$ cat src/rtl/lgge_pkg.sv
`default_nettype none
// ----------------------------------------------------------------------------
// lgge_pkg
// Shared codes and constants of the life grid generation engine (rule B3/S23).
// ----------------------------------------------------------------------------
package lgge_pkg;

  // Request codes
  localparam logic [1:0] REQ_WRITE = 2'd0;
  localparam logic [1:0] REQ_READ  = 2'd1;
  localparam logic [1:0] REQ_STEP  = 2'd2;

  // Configuration register indexes
  localparam logic CFG_WIDTH  = 1'b0;
  localparam logic CFG_HEIGHT = 1'b1;

  // Grid storage defaults
  localparam int DEF_MAX_WIDTH  = 64;
  localparam int DEF_MAX_HEIGHT = 64;
  localparam logic [6:0] EXTENT_RESET = 7'd64;

  // Neighbor counts of the life rule
  localparam logic [3:0] BIRTH_COUNT   = 4'd3;
  localparam logic [3:0] SURVIVE_COUNT = 4'd2;

  // Digest and population limits
  localparam int DIGEST_MOD = 10000007;
  localparam logic [12:0] POP_MAX = 13'd8191;

endpackage : lgge_pkg
`default_nettype wire

$ cat src/rtl/lgge_col_rule.sv
`default_nettype none
// ----------------------------------------------------------------------------
// lgge_col_rule
// Next generation of one grid column from the old column and its two
// neighbor columns. Rows outside the mask count as dead and keep their bits.
// ----------------------------------------------------------------------------
module lgge_col_rule #(
  parameter int MAX_HEIGHT = lgge_pkg::DEF_MAX_HEIGHT
) (
  input  wire logic [MAX_HEIGHT-1:0] prev_col,
  input  wire logic [MAX_HEIGHT-1:0] cur_col,
  input  wire logic [MAX_HEIGHT-1:0] nxt_col,
  input  wire logic [MAX_HEIGHT-1:0] row_mask,
  output logic      [MAX_HEIGHT-1:0] new_col
);
  import lgge_pkg::*;

  logic [MAX_HEIGHT+1:0] pa;
  logic [MAX_HEIGHT+1:0] pb;
  logic [MAX_HEIGHT+1:0] pc;

  // Pad each masked column with a dead cell above and below
  assign pa = {1'b0, prev_col & row_mask, 1'b0};
  assign pb = {1'b0, cur_col  & row_mask, 1'b0};
  assign pc = {1'b0, nxt_col  & row_mask, 1'b0};

  always_comb begin
    logic [3:0] n;
    for (int y = 0; y < MAX_HEIGHT; y++) begin
      n = 4'(pa[y]) + 4'(pa[y+1]) + 4'(pa[y+2])
        + 4'(pb[y])               + 4'(pb[y+2])
        + 4'(pc[y]) + 4'(pc[y+1]) + 4'(pc[y+2]);
      if (row_mask[y]) begin
        new_col[y] = (n == BIRTH_COUNT) || (cur_col[y] && (n == SURVIVE_COUNT));
      end else begin
        new_col[y] = cur_col[y];
      end
    end
  end

endmodule : lgge_col_rule
`default_nettype wire

$ cat config.mk
export PLATFORM = sky130hd
export DESIGN_NAME = lgge_col_rule
export DESIGN_NICKNAME = d
export VERILOG_FILES = /design/src/rtl/lgge_pkg.sv /design/src/rtl/lgge_col_rule.sv
export SDC_FILE = /design/constraint.sdc
export NUM_CORES = 1
export LEC_CHECK = 0
export BUFFER_PORTS_ARGS = -buffer_cell sky130_fd_sc_hd__buf_2
export CORE_MARGIN = 2
export CORE_UTILIZATION = 30
export DETAILED_ROUTE_END_ITERATION = 7
export GPL_ROUTABILITY_DRIVEN = 0
export MAX_ROUTING_LAYER = met4
export SYNTH_ARGS = -nofsm -noshare
export SYNTH_HDL_FRONTEND = slang
export SYNTH_SLANG_ARGS = --single-unit
$ cat constraint.sdc
create_clock -name vclk -period 9
set_clock_uncertainty 0.15 [all_clocks]
set_input_delay 0.45 -clock vclk [all_inputs]
set_output_delay 0.45 -clock vclk [all_outputs]
set_load 0.01 [all_outputs]
-- Word-level counts from Yosys, hierarchy flattened
Cells that the tools add are included.
- reduce and logical (&&, ||, !) cells: 128
- bitwise gates (word level): 3
- equality and inequality tests: 128
- multiplexer cells: 64
- $add $sub $neg: 441
- operator list (cell ; count):
    $add A4 B1 Y4 ; 252
    $eq A4 B2 Y1 const B ; 128
    $add A3 B1 Y4 ; 63
    $and A64 B64 Y64 ; 3
    $add A2 B1 Y3 ; 63
    $add A1 B1 Y2 ; 63
    $logic_and A1 B1 Y1 ; 64
    $logic_or A1 B1 Y1 ; 64
    $mux W1 ; 64
- flip-flop bits (word level): 0
- input port bits: 256
- word-level logic and storage cells: 764

-- Logic depth before layout (Yosys ltp)
- word-level depth: 12
- depth in mapped cells: 12

-- Worst setup path before layout
Ideal clock, no wire load.
- kind: input to output
- from: in row_mask[33]
- to: out new_col[34]
- data arrival time: 3.457 ns
- slack: 4.943 ns
- cell stages on the path: 8
- cell sequence: and2_1 > fa_1 > fa_1 > fa_1 > ha_1 > fa_1 > or3b_1 > a31oi_1
- longest elaborated chain between the ends: 12
- ends and longest elaborated chain (item ; RTL line ; source):
    from (decl) ; lgge_col_rule.sv:13 ; input wire logic [MAX_HEIGHT-1:0] row_mask,
    $and A64 B64 Y64 ; lgge_col_rule.sv:23 ; assign pa = {1'b0, prev_col & row_mask, 1'b0};
    $add A1 B1 Y2 ; lgge_col_rule.sv:30 ; n = 4'(pa[y]) + 4'(pa[y+1]) + 4'(pa[y+2])
    $add A2 B1 Y3 ; lgge_col_rule.sv:30 ;
    $add A3 B1 Y4 ; lgge_col_rule.sv:31 ; + 4'(pb[y]) + 4'(pb[y+2])
    $add A4 B1 Y4 ; lgge_col_rule.sv:31 ;
    $add A4 B1 Y4 (*) (3 in series) ; lgge_col_rule.sv:32 ; + 4'(pc[y]) + 4'(pc[y+1]) + 4'(pc[y+2]);
    $eq A4 B2 Y1 ; lgge_col_rule.sv:34 ; new_col[y] = (n == BIRTH_COUNT) || (cur_col[y] && (n == SURVIVE_COUNT));
    $logic_and A1 B1 Y1 ; lgge_col_rule.sv:34 ;
    $logic_or A1 B1 Y1 (*) ; lgge_col_rule.sv:34 ;
    $mux W1 (*) ; lgge_col_rule.sv:33 ; if (row_mask[y]) begin
    to (decl) ; lgge_col_rule.sv:14 ; output logic [MAX_HEIGHT-1:0] new_col
Every way passes the cells marked *; elsewhere a longest branch is shown, timed or not.

-- Final worst setup path
Ends and elaborated chain as after synthesis.

==> out/results.md <==
| Group | Quantity | Reported |
|---|---|---|
| run status | Status | finished clean |
| sta | Fraction of the cycle the final worst path needs | 0.494 |
| critical path | Critical Path Source Type | input port |
| final layout | Filler-free cell count of the finished design | 1,806 |
| logic synthesis | Post-synthesis adder-cell area fraction | 0.678 |
| critical path | Crit Path Category | input port to primary output |
| power | Part of the power in combinational logic | 1.000 |
| min path | Hold worst-path end | new_col[26] |
| global route | Wire length of the first global-routing pass | 45.1 mm |
| sta | Total negative slack for setup checks | 0 ns |
| logic synthesis | Simple-gate share of the synthesized area | 0.204 |
| power | P_sw | 0.606 mW |
| critical path | Buffer and inverter count on the worst path | 2 |
| critical path | Biggest fanout along the worst timing path | 5 |
| sta | Final setup margin | 4.55 ns |
| critical path | CP max-delay cell | sky130_fd_sc_hd__fa_1 |
| sta | Final setup violation count | 0 |
| min path | Class of the most critical hold timing path | input port to primary output |
| final layout | Fill cell total of the finished layout | 3,577 |
| power | Clock network fraction of design power | 0 |
| critical path | Top Family by Delay on Critical Path | adder cells |
| final layout | Area growth syn-to-layout | 20.2% |
| final layout | Fraction of final layout cells sized beyond drive strength 1 | 0.240 |
| floorplan | Site Rows | 69 |
| critical path | Critical path required time | 8.40 ns |
| placed design | Cell Area, Placed | 13,100 um^2 |
| floorplan | Total Die Area | 37,900 um^2 |
| logic synthesis | Synthesized instance count | 1,015 |
| logic synthesis | Netlist cell types | 14 |
| final layout | Nets | 2,033 |
| power | Sw frac | 0.533 |
| route | Number of iterations in the first detailed-routing pass | 4 |
| global route | Number of global-route vias before repair | 9,530 |
| logic synthesis | Avg Cell Area, Syn | 10.8 um^2 |
| clock network | Post-CTS Hold Fix Bufs | 0 |
| power | Power density over cell area | 86.7 nW/um^2 |
| floorplan | Die outline width | 195 um |
| placed design | # placed instances | 1,796 |
| clock network | Post-cts repair resize count | 0 |
| global route | Global routing usage summed across all routing layers | 0.145 |
| logic synthesis | Main combinational cell family by area after synthesis | adder cells |
| final layout | Number of sequential storage elements | 0 |
| placed design | Port Buf Inserts | 320 |
| logic synthesis | Xor-xnor portion of the synthesized cell area | 0 |
| final layout | Footprint of the flip-flops and latches | 0 um^2 |
| route | Antenna Nets Post-Route | 0 |
| critical path | Most frequent cell on the critical path | sky130_fd_sc_hd__fa_1 |
| sta | Final-report max-slew violation count | 0 |
| route | Final WL | 26.6 mm |
| logic synthesis | Synthesized cell area | 10,900 um^2 |
| sta | RSZ-0062 raised after global routing | no |
| critical path | CP endpoint kind | primary output |
| final layout | Fin area | 13,100 um^2 |
| sta | Worst max-slew margin expressed relative to the limit | 0.797 |
| logic synthesis | Synthesized net count | 1,711 |
| logic synthesis | Count of warnings emitted by yosys | 0 |
| route | Remaining DRCs | 0 |
| logic synthesis | Share of cell area taken by muxes after synthesis | 0 |
| critical path | Maximum cell stage delay along the critical path | 0.52 ns |
| floorplan | I/O pins | 320 |
| power | Portion of total power attributed to sequential cells | 0 |
| critical path | Ordered cell list for the critical path | buf_2, and2_1, fa_1, fa_1, fa_1, ha_1, fa_1, or3b_1, a31oi_1, buf_2 |
| route | Post-detailed-route wirelength per cell | 14.7 um |
| floorplan | Starting density of the core | 0.306 |
| route | DR vias/cell | 4.86 |
| logic synthesis | Compound-cell area share of the yosys netlist | 0.108 |
| sta | Count of endpoints failing hold in the final timing report | 0 |
| min path | Worst hold start | row_mask[26] |
| logic synthesis | Share of synthesized area occupied by flip-flops and latches | 0 |
| route | Vias post-DR | 8,769 |
| sta | Clock period minus final worst setup slack | 4.45 ns |
| sta | Max Clk Rate | 225 MHz |
| global route | Initial antenna violation count | 10 |
| power | Lkg Pwr | 6.63 nW |
| power | Cell Int Power | 0.531 mW |
| power | Max IR drop VDD | 0.0361 mV |
| final layout | Area of the multi-input gates | 10,800 um^2 |
| clock network | Post-CTS setup buffers | 0 |
| floorplan | Area of the placeable core | 35,700 um^2 |
| global route | Maximum number of pins on one net before global-route repair | 6 |
| final layout | Clk_buf instances | 0 |
| global route | GR Overflow Total | 0 |
| flow run | Number of maximum-capacitance violations | 0 |
| route | Iter 0 DRT Violations | 191 |
| placed design | Setup slack at placement | 4.50 ns |
| critical path | WP data arrival | 3.85 ns |
| min path | Depth of the worst hold-timing path | 3 |
| floorplan | Die Y-Extent | 195 um |
| sta | Least-Margin Pin Slew | 0.305 ns |
| placed design | HPWL Detailed | 25.3 mm |
==> cell type report <==
type	instances	share of cell area
Multi-Input combinational cell	986	0.824
Timing Repair Buffer	320	0.122
Tap cell	461	0.0440
Inverter	29	0.00830
Antenna cell	10	0.00191
==> cell families after synthesis <==
kind of cell | after synthesis
simple gates | 356
compound gates | 190
fa+ha+maj | 440
buf+inv | 29
==> routing by layer <==
layer / vias up / routed length (um) / GRT usage
li1: 4297 / - / -
met1: 4220 / 11600 / 0.185
met2: 242 / 12900 / 0.251
met3: 10 / 1880 / 0.0283
met4: 0 / 136 / 0.00712
met5: - / 0 / -
==> cell usage in the layout, fill, tap and decap left out, types with 24 or more instances in the layout <==
master	count
sky130_fd_sc_hd__buf_2	320
sky130_fd_sc_hd__fa_1	252
sky130_fd_sc_hd__ha_1	188
sky130_fd_sc_hd__and2_1	181
sky130_fd_sc_hd__a21oi_1	66
sky130_fd_sc_hd__a31oi_1	62
sky130_fd_sc_hd__nand4b_1	61
sky130_fd_sc_hd__a21o_1	61
sky130_fd_sc_hd__nand2_1	49
sky130_fd_sc_hd__nor2_1	38
sky130_fd_sc_hd__inv_1	29
sky130_fd_sc_hd__or3b_1	24
==> per-stage QoR <==
stage,utilization,hold WS [ns],total power [mW]
after floorplan,-,0.827,0.801
after global placement,0.367,1.05,1.11
after detailed placement,0.367,1.05,1.15
after CTS,0.367,1.05,1.16
after global routing,0.368,1.07,1.33
final,0.368,1.05,1.14
==> how the worst max path moves through the flow <==
stage | start | to | slack, ns | cells past startpoint
2_1_floorplan | row_mask[33] | new_col[34] | 4.94 | 8
3_3_place_gp | row_mask[33] | new_col[34] | 4.54 | 10
3_5_place_dp | row_mask[6] | new_col[6] | 4.50 | 10
4_1_cts | row_mask[33] | new_col[34] | 4.50 | 10
5_1_grt | row_mask[33] | new_col[34] | 4.41 | 10
6_report | row_mask[33] | new_col[34] | 4.55 | 10
==> synthesized netlist by cell type, types with 2 or more instances <==
master	count	area share
sky130_fd_sc_hd__inv_1	29	0.010
sky130_fd_sc_hd__nand2_1	49	0.017
sky130_fd_sc_hd__nand2b_1	2	0.0011
sky130_fd_sc_hd__nand4b_1	61	0.049
sky130_fd_sc_hd__a31oi_1	62	0.036
sky130_fd_sc_hd__fa_1	252	0.46
sky130_fd_sc_hd__a21oi_1	66	0.030
sky130_fd_sc_hd__ha_1	188	0.22
sky130_fd_sc_hd__nor2_1	38	0.013
sky130_fd_sc_hd__and2_1	181	0.10
sky130_fd_sc_hd__a21o_1	61	0.042
sky130_fd_sc_hd__or3b_1	24	0.019
==> tightest hold or removal path, cell delays in order <==
cell	delay [ns]
sky130_fd_sc_hd__buf_2	0.11
sky130_fd_sc_hd__a31oi_1	0.07
sky130_fd_sc_hd__buf_2	0.13
==> power by group through the flow <==
stage	logic, mW	registers (mW)	clock network [mW]
floorplan	0.801	0	0
finish	1.14	0	0.000000149
global route	1.33	0	0.000000149
detailed placement	1.15	0	0
CTS	1.16	0	0
global placement	1.10	0	0
No activity file was read; power rests on OpenSTA's default activity.
